--- config.mk ---
export PLATFORM = sky130hd
export DESIGN_NAME = valid_conv1d_fir_core_flat
export DESIGN_NICKNAME = d
export VERILOG_FILES = /design/src/hdl/vcf_pkg.sv /design/src/hdl/vcf_if.sv /design/src/hdl/vcf_mac.sv /design/src/hdl/valid_conv1d_fir_core.sv /design/src/flat_wrapper.sv
export VERILOG_INCLUDE_DIRS = /design/src /design/src/hdl
export SDC_FILE = /design/constraint.sdc
export NUM_CORES = 2
export LEC_CHECK = 0
export BUFFER_PORTS_ARGS = -buffer_cell sky130_fd_sc_hd__buf_2
export CELL_PAD_IN_SITES_DETAIL_PLACEMENT = 0
export CELL_PAD_IN_SITES_GLOBAL_PLACEMENT = 1
export CORE_MARGIN = 2
export CORE_UTILIZATION = 55
export CTS_CLUSTER_SIZE = 24
export DETAILED_ROUTE_END_ITERATION = 10
export GPL_TIMING_DRIVEN = 0
export MAX_ROUTING_LAYER = met4
export PLACE_DENSITY_LB_ADDON = 0.2
export SLEW_MARGIN = 20
export SYNTH_ARGS = -nofsm -noshare
export SYNTH_HDL_FRONTEND = slang
export SYNTH_SLANG_ARGS = --single-unit
--- constraint.sdc ---
create_clock -name clk_i -period 20 [get_ports clk_i]
set_input_delay 1 -clock clk_i [delete_from_list [all_inputs] [get_ports clk_i]]
set_output_delay 1 -clock clk_i [all_outputs]
set_load 0.02 [all_outputs]
--- src/hdl/assert_macros.svh ---
// ----------------------------------------------------------------------------
// Assertion macros
// Shared concurrent assertion wrappers, sampled on clk_i.
// ----------------------------------------------------------------------------
`ifndef ASSERT_MACROS_SVH
`define ASSERT_MACROS_SVH

// Checked outside reset only
`define VCF_ASSERT(lbl, prop, msg) \
  lbl: assert property (@(posedge clk_i) disable iff (!rst_ni) (prop)) else $error(msg);

// Checked at every edge, reset included
`define VCF_ASSERT_ALWAYS(lbl, prop, msg) \
  lbl: assert property (@(posedge clk_i) (prop)) else $error(msg);

`endif

--- src/hdl/vcf_pkg.sv ---
// ----------------------------------------------------------------------------
// vcf_pkg
// Widths, codes and shared types of the valid-mode convolution FIR.
// ----------------------------------------------------------------------------
package vcf_pkg;

  localparam int TAPS_MAX = 32;
  localparam int AddrW    = $clog2(TAPS_MAX);
  localparam int CntW     = $clog2(TAPS_MAX + 1);
  localparam int WinDepth = 1 << AddrW;

  localparam int IdxW    = 5;
  localparam int CoefW   = 16;
  localparam int SmpW    = 16;
  localparam int CfgW    = 6;
  localparam int ProdW   = 32;
  localparam int ResultW = 37;

  localparam logic CMD_TAP    = 1'b0;
  localparam logic CMD_SAMPLE = 1'b1;

  typedef enum logic [3:0] {
    ST_IDLE  = 4'b0001,
    ST_RUN   = 4'b0010,
    ST_DRAIN = 4'b0100,
    ST_HOLD  = 4'b1000
  } state_e;

  // Control travelling alongside the MAC operands
  typedef struct packed {
    logic vld;
    logic first;
    logic last;
  } mac_ctl_t;

endpackage

--- src/hdl/vcf_if.sv ---
// ----------------------------------------------------------------------------
// vcf channel interfaces
// Valid/ready channels for input items and result items.
// ----------------------------------------------------------------------------
interface vcf_in_if
  import vcf_pkg::*;
();
  logic                    valid;
  logic                    ready;
  logic                    command;
  logic [IdxW-1:0]         tap_index;
  logic signed [CoefW-1:0] tap_value;
  logic signed [SmpW-1:0]  sample;
  logic                    first;

  modport source (output valid, command, tap_index, tap_value, sample, first,
                  input ready);
  modport sink   (input valid, command, tap_index, tap_value, sample, first,
                  output ready);
endinterface

interface vcf_out_if
  import vcf_pkg::*;
();
  logic                      valid;
  logic                      ready;
  logic signed [ResultW-1:0] result;

  modport source (output valid, result, input ready);
  modport sink   (input valid, result, output ready);
endinterface

--- src/hdl/vcf_mac.sv ---
// ----------------------------------------------------------------------------
// vcf_mac
// Shared multiply-accumulate: registered product, then full-width sum.
// ----------------------------------------------------------------------------
module vcf_mac
  import vcf_pkg::*;
(
  input  logic                      clk_i,
  input  logic                      rst_ni,
  input  mac_ctl_t                  ctl_i,
  input  logic signed [CoefW-1:0]   tap_i,
  input  logic signed [SmpW-1:0]    smp_i,
  output logic signed [ResultW-1:0] acc_o,
  output logic                      done_o
);

  logic signed [ProdW-1:0]   prod_q;
  mac_ctl_t                  p_ctl_q;
  logic signed [ResultW-1:0] acc_q, acc_d;
  logic                      done_q;

  always_ff @(posedge clk_i) begin
    prod_q <= tap_i * smp_i;
  end

  always_ff @(posedge clk_i or negedge rst_ni) begin
    if (!rst_ni) begin
      p_ctl_q <= '0;
      done_q  <= 1'b0;
    end else begin
      p_ctl_q <= ctl_i;
      done_q  <= p_ctl_q.vld & p_ctl_q.last;
    end
  end

  // restart the sum on the first product of a window
  always_comb begin
    acc_d = acc_q;
    if (p_ctl_q.vld) begin
      acc_d = (p_ctl_q.first ? ResultW'(0) : acc_q) + ResultW'(prod_q);
    end
  end

  always_ff @(posedge clk_i) begin
    acc_q <= acc_d;
  end

  assign acc_o  = acc_q;
  assign done_o = done_q;

endmodule

--- src/hdl/valid_conv1d_fir_core.sv ---
// ----------------------------------------------------------------------------
// valid_conv1d_fir_core
// Streaming valid-mode 1D correlation with a tap store and a sample ring.
// ----------------------------------------------------------------------------
// Tap writes, and samples that do not yet complete a window, are taken in
// the idle state and may arrive back to back. A sample that completes a
// window of K taps (K = tap_count clamped to 1..TAPS_MAX) holds the input
// through the run: one read of the tap memory and the sample ring per tap
// feeding a single shared multiply-accumulate, a drain of the read and MAC
// registers, and a load of the output register. A waiting result does not
// stop the next item from being taken; a second result waits for the first.
module valid_conv1d_fir_core
  import vcf_pkg::*;
(
  input  logic            clk_i,
  input  logic            rst_ni,
  input  logic            cfg_we_i,
  input  logic [CfgW-1:0] cfg_wdata_i,
  vcf_in_if.sink          in_ch_i,
  vcf_out_if.source       out_ch_o
);

`include "assert_macros.svh"

  state_e            state_q, state_d;
  logic [CfgW-1:0]   tap_count_q;
  logic [CntW-1:0]   k_eff;
  logic [CntW-1:0]   fill_q, fill_d, fill_new;
  logic [AddrW-1:0]  idx_q, idx_d;
  logic [AddrW-1:0]  rp_q, rp_d;
  logic [AddrW-1:0]  wp_q, wp_d;
  logic              in_acc, issue, last_issue, out_free, out_load;
  logic              tap_we, win_we;
  logic [AddrW-1:0]  tap_wr_addr;
  logic [TAPS_MAX-1:0] tap_vld_q;
  mac_ctl_t          rd_ctl_q, rd_ctl_d;
  logic              mac_done;
  logic signed [ResultW-1:0] mac_acc;
  logic signed [CoefW-1:0]   tap_rd_q, tap_op;
  logic                      tap_hit_q;
  logic signed [SmpW-1:0]    smp_rd_q;
  logic                      out_vld_q, out_vld_d;
  logic signed [ResultW-1:0] out_res_q;

  logic signed [CoefW-1:0] tap_mem_q [TAPS_MAX];
  logic signed [SmpW-1:0]  win_mem_q [WinDepth];

  // configuration
  always_ff @(posedge clk_i or negedge rst_ni) begin
    if (!rst_ni) begin
      tap_count_q <= CfgW'(1);
    end else if (cfg_we_i) begin
      tap_count_q <= cfg_wdata_i;
    end
  end

  always_comb begin
    priority if (tap_count_q == '0) begin
      k_eff = CntW'(1);
    end else if (32'(tap_count_q) > TAPS_MAX) begin
      k_eff = CntW'(TAPS_MAX);
    end else begin
      k_eff = CntW'(tap_count_q);
    end
  end

  assign in_ch_i.ready = (state_q == ST_IDLE);
  assign in_acc        = in_ch_i.valid & in_ch_i.ready;

  assign tap_we      = in_acc && (in_ch_i.command == CMD_TAP) &&
                       (32'(in_ch_i.tap_index) < TAPS_MAX);
  assign tap_wr_addr = AddrW'(in_ch_i.tap_index);
  assign win_we      = in_acc && (in_ch_i.command == CMD_SAMPLE);

  // a first flag restarts the fill; otherwise advance and saturate
  always_comb begin
    if (in_ch_i.first) begin
      fill_new = CntW'(1);
    end else if (fill_q == CntW'(TAPS_MAX)) begin
      fill_new = fill_q;
    end else begin
      fill_new = fill_q + CntW'(1);
    end
  end

  assign issue      = (state_q == ST_RUN);
  assign last_issue = issue && (CntW'(idx_q) == (k_eff - CntW'(1)));
  assign out_free   = !out_vld_q || out_ch_o.ready;
  assign out_load   = (state_q == ST_HOLD) && out_free;

  always_comb begin
    state_d = state_q;
    idx_d   = idx_q;
    rp_d    = rp_q;
    wp_d    = wp_q;
    fill_d  = fill_q;
    unique case (state_q)
      ST_IDLE: begin
        if (win_we) begin
          wp_d   = wp_q + AddrW'(1);
          fill_d = fill_new;
          if (fill_new >= k_eff) begin
            state_d = ST_RUN;
            idx_d   = '0;
            // oldest sample of the window: newest position minus (K - 1)
            rp_d    = wp_q + AddrW'(2) - AddrW'(k_eff);
          end
        end
      end
      ST_RUN: begin
        idx_d = idx_q + AddrW'(1);
        rp_d  = rp_q + AddrW'(1);
        if (last_issue) begin
          state_d = ST_DRAIN;
        end
      end
      ST_DRAIN: begin
        if (mac_done) begin
          state_d = ST_HOLD;
        end
      end
      ST_HOLD: begin
        if (out_free) begin
          state_d = ST_IDLE;
        end
      end
      default: begin
        state_d = ST_IDLE;
      end
    endcase
  end

  always_comb begin
    rd_ctl_d.vld   = issue;
    rd_ctl_d.first = issue && (idx_q == '0);
    rd_ctl_d.last  = last_issue;
  end

  always_comb begin
    out_vld_d = out_vld_q;
    if (out_load) begin
      out_vld_d = 1'b1;
    end else if (out_ch_o.ready) begin
      out_vld_d = 1'b0;
    end
  end

  always_ff @(posedge clk_i or negedge rst_ni) begin
    if (!rst_ni) begin
      state_q   <= ST_IDLE;
      idx_q     <= '0;
      rp_q      <= '0;
      wp_q      <= '0;
      fill_q    <= '0;
      rd_ctl_q  <= '0;
      out_vld_q <= 1'b0;
      tap_vld_q <= '0;
    end else begin
      state_q   <= state_d;
      idx_q     <= idx_d;
      rp_q      <= rp_d;
      wp_q      <= wp_d;
      fill_q    <= fill_d;
      rd_ctl_q  <= rd_ctl_d;
      out_vld_q <= out_vld_d;
      if (tap_we) begin
        tap_vld_q[tap_wr_addr] <= 1'b1;
      end
    end
  end

  // tap store; a tap never written reads as zero
  always_ff @(posedge clk_i) begin
    if (tap_we) begin
      tap_mem_q[tap_wr_addr] <= in_ch_i.tap_value;
    end
    tap_rd_q  <= tap_mem_q[idx_q];
    tap_hit_q <= tap_vld_q[idx_q];
  end

  // sample ring; the write lands before the first read of a window
  always_ff @(posedge clk_i) begin
    if (win_we) begin
      win_mem_q[wp_q + AddrW'(1)] <= in_ch_i.sample;
    end
    smp_rd_q <= win_mem_q[rp_q];
  end

  assign tap_op = tap_hit_q ? tap_rd_q : '0;

  vcf_mac u_mac (
    .clk_i  (clk_i),
    .rst_ni (rst_ni),
    .ctl_i  (rd_ctl_q),
    .tap_i  (tap_op),
    .smp_i  (smp_rd_q),
    .acc_o  (mac_acc),
    .done_o (mac_done)
  );

  always_ff @(posedge clk_i) begin
    if (out_load) begin
      out_res_q <= mac_acc;
    end
  end

  assign out_ch_o.valid  = out_vld_q;
  assign out_ch_o.result = out_res_q;

  `VCF_ASSERT(a_issue_in_range, (state_q == ST_RUN) |-> (CntW'(idx_q) < k_eff), "tap index past K")
  `VCF_ASSERT(a_mac_busy, rd_ctl_q.vld |-> (state_q == ST_RUN || state_q == ST_DRAIN), "stray MAC op")
  `VCF_ASSERT(a_done_drain, mac_done |-> (state_q == ST_DRAIN), "MAC done outside drain")
  `VCF_ASSERT_ALWAYS(a_fill_cap, !rst_ni || (fill_q <= CntW'(TAPS_MAX)), "window fill over capacity")

endmodule
--- src/flat_wrapper.sv ---
// flat-port wrapper written by rule: the top's interface ports become plain ports
module valid_conv1d_fir_core_flat import vcf_pkg::*;
  (clk_i, rst_ni, cfg_we_i, cfg_wdata_i, in_ch_i_valid, in_ch_i_command, in_ch_i_tap_index, in_ch_i_tap_value, in_ch_i_sample, in_ch_i_first, in_ch_i_ready, out_ch_o_valid, out_ch_o_result, out_ch_o_ready);
  vcf_in_if in_ch_i_i ();
  vcf_out_if out_ch_o_i ();
  input  logic clk_i;
  input  logic rst_ni;
  input  logic cfg_we_i;
  input  logic [CfgW-1:0] cfg_wdata_i;
  input wire logic [$bits(in_ch_i_i.valid)-1:0] in_ch_i_valid;
  input wire logic [$bits(in_ch_i_i.command)-1:0] in_ch_i_command;
  input wire logic [$bits(in_ch_i_i.tap_index)-1:0] in_ch_i_tap_index;
  input wire logic [$bits(in_ch_i_i.tap_value)-1:0] in_ch_i_tap_value;
  input wire logic [$bits(in_ch_i_i.sample)-1:0] in_ch_i_sample;
  input wire logic [$bits(in_ch_i_i.first)-1:0] in_ch_i_first;
  output wire logic [$bits(in_ch_i_i.ready)-1:0] in_ch_i_ready;
  output wire logic [$bits(out_ch_o_i.valid)-1:0] out_ch_o_valid;
  output wire logic [$bits(out_ch_o_i.result)-1:0] out_ch_o_result;
  input wire logic [$bits(out_ch_o_i.ready)-1:0] out_ch_o_ready;
  assign in_ch_i_i.valid = in_ch_i_valid;
  assign in_ch_i_i.command = in_ch_i_command;
  assign in_ch_i_i.tap_index = in_ch_i_tap_index;
  assign in_ch_i_i.tap_value = in_ch_i_tap_value;
  assign in_ch_i_i.sample = in_ch_i_sample;
  assign in_ch_i_i.first = in_ch_i_first;
  assign in_ch_i_ready = in_ch_i_i.ready;
  assign out_ch_o_valid = out_ch_o_i.valid;
  assign out_ch_o_result = out_ch_o_i.result;
  assign out_ch_o_i.ready = out_ch_o_ready;
  valid_conv1d_fir_core u_core (.clk_i(clk_i), .rst_ni(rst_ni), .cfg_we_i(cfg_we_i), .cfg_wdata_i(cfg_wdata_i), .in_ch_i(in_ch_i_i), .out_ch_o(out_ch_o_i));
endmodule
# Yosys cells after proc, flatten, opt, wreduce, memory -nomap -nowiden
# Memory sizes are Yosys's and may differ from the RTL's. A register that Yosys moved wholly into a read port is not among the register bits.
# Cells that the tools add are included.
[word_totals] register_bits=178 ramBits=1024 in_bits=50 output_inout_bits=39 mem_count=2
[mem_list] name="u_core.tap_mem_q" words=32 width=16 rd=1 rd_clocked_by_memory_dff=1 wr=1 line_no="valid_conv1d_fir_core.sv:45" rtl="logic signed [CoefW-1:0] tap_mem_q [TAPS_MAX];"
[mem_list] name="u_core.win_mem_q" words=32 width=16 rd=1 rd_clocked_by_memory_dff=1 wr=1 line_no="valid_conv1d_fir_core.sv:46" rtl="logic signed [SmpW-1:0] win_mem_q [WinDepth];"
[classes] addsub=8 mul=1 n_lt_le_gt_ge=5 n_eq_ne=11 mux=28 n_bitwise=4 reduce_logical=15
[ops] op="$add 37x32->37" count=1
[ops] op="$mux 37" count=1
[ops] op="$mul 16x16->32" count=1
[ops] op="$or 32x32->32" count=1
[ops] op="$mux 6" count=4
[ops] op="$mux 4" count=5
[ops] op="$mux 5" count=4
[ops] op="$pmux 5 s2" count=2
[ops] op="$mux 16" count=1
[ops] op="$pmux 4 s4" count=1
[ops] op="$add 5x1->5 const B" count=3
[ops] op="$lt 5x6->1 const B" count=2
[ops] op="$mux 1" count=8
[ops] op="$ne 2x2->1 const B" count=4
[ops] op="$add 6x1->6 const B" count=1
[ops] op="$eq 5x6->1" count=1
[ops] op="$eq 6x6->1 const B" count=1
[ops] op="$ge 6x6->1" count=1
[ops] op="$gt 6x6->1 const B" count=1
[ops] op="$logic_and 1x1->1" count=6
[ops] op="$logic_not 6->1" count=1
[ops] op="$sub 6x1->6 const B" count=1
[ops] op="$add 5x2->5 const B" count=1
[ops] op="$bmux 1 s5" count=1
[ops] op="other kinds (17)" count=19

# Depth between registers and ports, before layout
[depth] ltp_word=8 mapped_depth=26

# By module
# Synthesis repeated with hierarchy kept, for this count alone.
[hier_totals] cells_unflattened=3469 area_unflattened_um2=58366.0
[modules_own_cells] module="valid_conv1d_fir_core" instances=1 cells_per_inst=2046 area_each_um2=44715.4 seq_area_each_um2=34200.3
[modules_own_cells] module="vcf_mac" instances=1 cells_per_inst=1423 area_each_um2=13650.6 seq_area_each_um2=1851.8

# Least setup slack after synthesis
# No wires, ideal clock.
[synth_timing] kind="reg-to-reg" startpoint="reg u_core.tap_hit_q" endpoint="reg u_core.u_mac.prod_q[29]" arrival_ns=6.380 required_ns=19.928 setup_slack_ns=13.547 stages_incl_launch_ff=25 n_path_buf=3 path_cell_list="dfxtp_1 clkbuf_1 and2_1 clkbuf_1 nand2_1 inv_1 fa_1 fa_1 fa_1 fa_1 fa_1 inv_1 fa_1 inv_1 ha_1 clkbuf_1 a21o_1 a21o_1 a21oi_1 o21ai_0 nor4_1 nor3b_1 o21a_1 nor2_1 xnor2_1"
[synth_between] elab_chain_len=2
[synth_lines] item="start, declared" line_no="valid_conv1d_fir_core.sv:40" rtl="logic tap_hit_q;"
[synth_lines] item="start signal, assigned" line_no="valid_conv1d_fir_core.sv:178" rtl="tap_hit_q <= tap_vld_q[idx_q];"
[synth_lines] item="$mux 16" line_no="valid_conv1d_fir_core.sv:189" rtl="assign tap_op = tap_hit_q ? tap_rd_q : '0;"
[synth_lines] item="$mul 16x16->32" line_no="vcf_mac.sv:23" rtl="prod_q <= tap_i * smp_i;"
[synth_lines] item="end signal, assigned" line_no="vcf_mac.sv:23"
[synth_lines] item="end, declared" line_no="vcf_mac.sv:17" rtl="logic signed [ProdW-1:0] prod_q;"
# No other way between the ends.
# A chain may end at the register's enable or synchronous reset.

# Worst setup path after layout
[layout_timing] startpoint="reg u_core.tap_hit_q" endpoint="reg u_core.u_mac.prod_q[31]"
# The elaborated chain is that of the path after synthesis.

==> flow_metrics.tcl <==
set metrics [dict create \
    startpoint_type "register" \
    cts-resized-gates 0 \
    post-route-period-util_pct 41.8 \
    rsz0062_at_grt "false" \
    netlist_top_cells_area "edfxtp_1 57%, mux4_2 13%, fa_1 9.1%" \
    antenna_found_initial 9 \
    slew_headroom_pct 21.7 \
    core-area_mm2 0.105 \
    slowest_delay_ps 950 \
    overflow 0 \
    ys_ff_latch 1234 \
    arrival_ps 8910 \
    maxCapViolCount 0 \
    r2r_start "u_core.tap_hit_q" \
    drtAntennaViolNets 0 \
    skew_ps 50.5 \
    die_h_um 329 \
    clock_path_buffers 3 \
    rr_worst_depth 23 \
    grt_max_degree 56 \
    syn_nets 3885 \
    crit_path_frequent_cell "fa_1" \
    ios 89 \
    chipWidth_um 329 \
    cts_made_buffers 117 \
    synth.cell_area_mm2 0.0581 \
    grt_first_pass_wirelength_mm 205 \
    drv_slew 0 \
    outcome "completed" \
    worstPathRequired_ps 20560 \
    cp-end-kind "register" \
    rr_endpoint "u_core.u_mac.prod_q[31]" \
    final_cell_mix "1098 x edfxtp_1, 330 x mux4_2, 324 x inv_1" \
    synth_top_area_cell "edfxtp_1" \
    rrSetupSlack_ps 11650 \
    dp_hpwl_mm 96.9 \
    ctsRootBufferMaster "clkbuf_16" \
    synthDistinctLibCells 70 \
    async_flop_share_pct 5.75 \
    crit_chain "clkbuf_1 > and2_1 > clkbuf_1 > nand2_1 > inv_1 > fa_1 > fa_1 > fa_1 > fa_1 > fa_1 > inv_1 > fa_1 > inv_1 > ha_1 > clkbuf_1 > nand4_1 > nor2_1 > nand3_1 > o21ai_0 > nor4_1 > o311ai_0 > a21oi_1 > xnor2_1" \
    slowest_stage "fa_1" \
    gp_congestion 0.982 \
    clock.fmax_ghz 0.120 \
    clk_pin_slew_worst_paths_ps 70 \
    clock-sinks 1234 \
    port_buffers 87 \
    ys_seq_area_share_pct 62.0 \
    wl_per_cell_um 26.3 \
    start_util_pct 55.3 \
    path_class "register to register" \
    synth_area_per_cell_um2 17.0 \
    critPathMaxFanout 10 \
    finalCriticalPeriod_ps 8350 \
    yosys_warnings 0 \
    track_usage_pct 26.5 \
    cts.hold.buffers_added 0 \
    fp.dieArea_mm2 0.108 \
    synth_enable_flop_cells 1098 \
    ctsHtreeMaxLevel 3 \
    layout-drive-gt1-share_pct 22.1 \
    setup_violations 0 \
    hold_viol_final 0 \
    drt-initial-drc-count 2940 \
    num_vias 30900 \
    fin_setup_tns_ps 0 \
    hp-class "input port to asynchronous set/reset pin" \
    grt_pass1_vias 32700 \
    routed_wl_mm 136 \
    nets 4140 \
    viasPerCell 5.97 \
    post_cts_buffers 0 \
    area_delta_synth_final_pct 12.5 \
    insertion_delay_ps 710 \
    tightest_slew_ps 1170 \
    drc 0 \
    netlist.area_leader.share_pct 56.7 \
    ys.flop_type "edfxtp_1" \
    synthCells 3429 \
    drt_first_pass_iters 6 \
    layout_commonest_cell "edfxtp_1" \
    cts_tree "built" \
    row_count 119 \
]
worst max-delay path, delay by kind of cell, from the launching register on:
family | cells | cell delay (ps)
fa+ha+maj | 7 | 3760
flops | 1 | 450
xor+xnor | 1 | 140
buf+inv | 6 | 1500
simple gates | 6 | 1240
compound gates | 3 | 1140
stage by stage:
stage,std cells,setup WS (ps),hold slack [ps],utilization (%),area [um^2]
after floorplan,3429,13550,331,-,58100
after global placement,4907,11540,333,57.4,60300
after detailed placement,4956,11640,343,58.4,61300
after CTS,5177,11600,126,62.2,65400
after global routing,5180,11030,138,62.2,65400
final,5180,11650,155,62.2,65400
metal layers:
| layer | track usage (%) | up-vias | part of all wire, % |
|---|---|---|---|
| met5 | - | - | 0 |
| met4 | 7.90 | 0 | 2.8 |
| met3 | 4.00 | 226 | 6.5 |
| met2 | 43.0 | 1175 | 50 |
| met1 | 35.2 | 16200 | 41 |
| li1 | - | 13300 | - |
worst max-delay path by stage:
stage	depth (start not counted)	from	slack, ps	to
5_1_grt	23	u_core.tap_hit_q	11030	u_core.u_mac.prod_q[31]
4_1_cts	23	u_core.tap_hit_q	11600	u_core.u_mac.prod_q[31]
3_3_place_gp	23	u_core.tap_hit_q	11540	u_core.u_mac.prod_q[31]
2_1_floorplan	24	u_core.tap_hit_q	13550	u_core.u_mac.prod_q[29]
6_report	23	u_core.tap_hit_q	11650	u_core.u_mac.prod_q[31]
3_5_place_dp	23	u_core.tap_hit_q	11640	u_core.u_mac.prod_q[31]
area by class of cell:
class / instances / area (um^2)
fillers: 7524 / 39700
flip-flops and latches: 1234 / 36100
plain buffers: 149 / 594
well taps: 1391 / 1740
clock inverters: 76 / 882
clock buffers: 145 / 3170
multi-input cells: 1721 / 20600
diodes: 3 / 7.51
inverters: 325 / 1220
repair buffers: 136 / 1180
cells by family (layout without fill, tap and decap cells):
family	count (synthesis)	count (layout)	synth area share, %
compound gates	207	207	2.26
xor+xnor	89	89	1.34
fa+ha+maj	406	406	12.2
buf+inv	474	831	3.11
flops	1234	1234	62.0
mux	371	371	13.6
other cells	0	3	0
simple gates	648	648	5.56
Yosys cell counts, types with 3 or more instances:
master,n
edfxtp_1,1098
mux4_2,330
inv_1,324
fa_1,265
nand2_1,191
ha_1,141
nor2_1,132
and3_1,126
clkbuf_1,115
xnor2_1,71
dfrtp_1,69
a21oi_1,66
dfxtp_1,65
o21ai_0,54
nor2b_1,46
mux2_2,38
or2_2,36
buf_2,24
nand2b_1,24
nand3_1,23
a21o_1,20
nor3_1,20
xor2_1,18
and2_1,16
buf_1,10
nand4_1,8
o211ai_1,8
o21bai_1,8
a31oi_1,7
nor3b_1,6
nor4_1,6
o21a_1,6
a211o_1,5
a211oi_2,4
a221oi_1,3
mux2i_1,3
state kept, by name, indices dropped and copies added, names as in the netlist, 16 cells and up:
name and count:
u_core.out_ch_o.result 37, u_core.smp_rd_q 16, u_core.tap_mem_q 512, u_core.tap_rd_q 16, u_core.tap_vld_q 32, u_core.u_mac.acc_o 37, u_core.u_mac.prod_q 32, u_core.win_mem_q 512
Power is left out: the tool's default activity adds up to more than one toggle a clock period on the data nets, which glitch-free logic cannot reach.
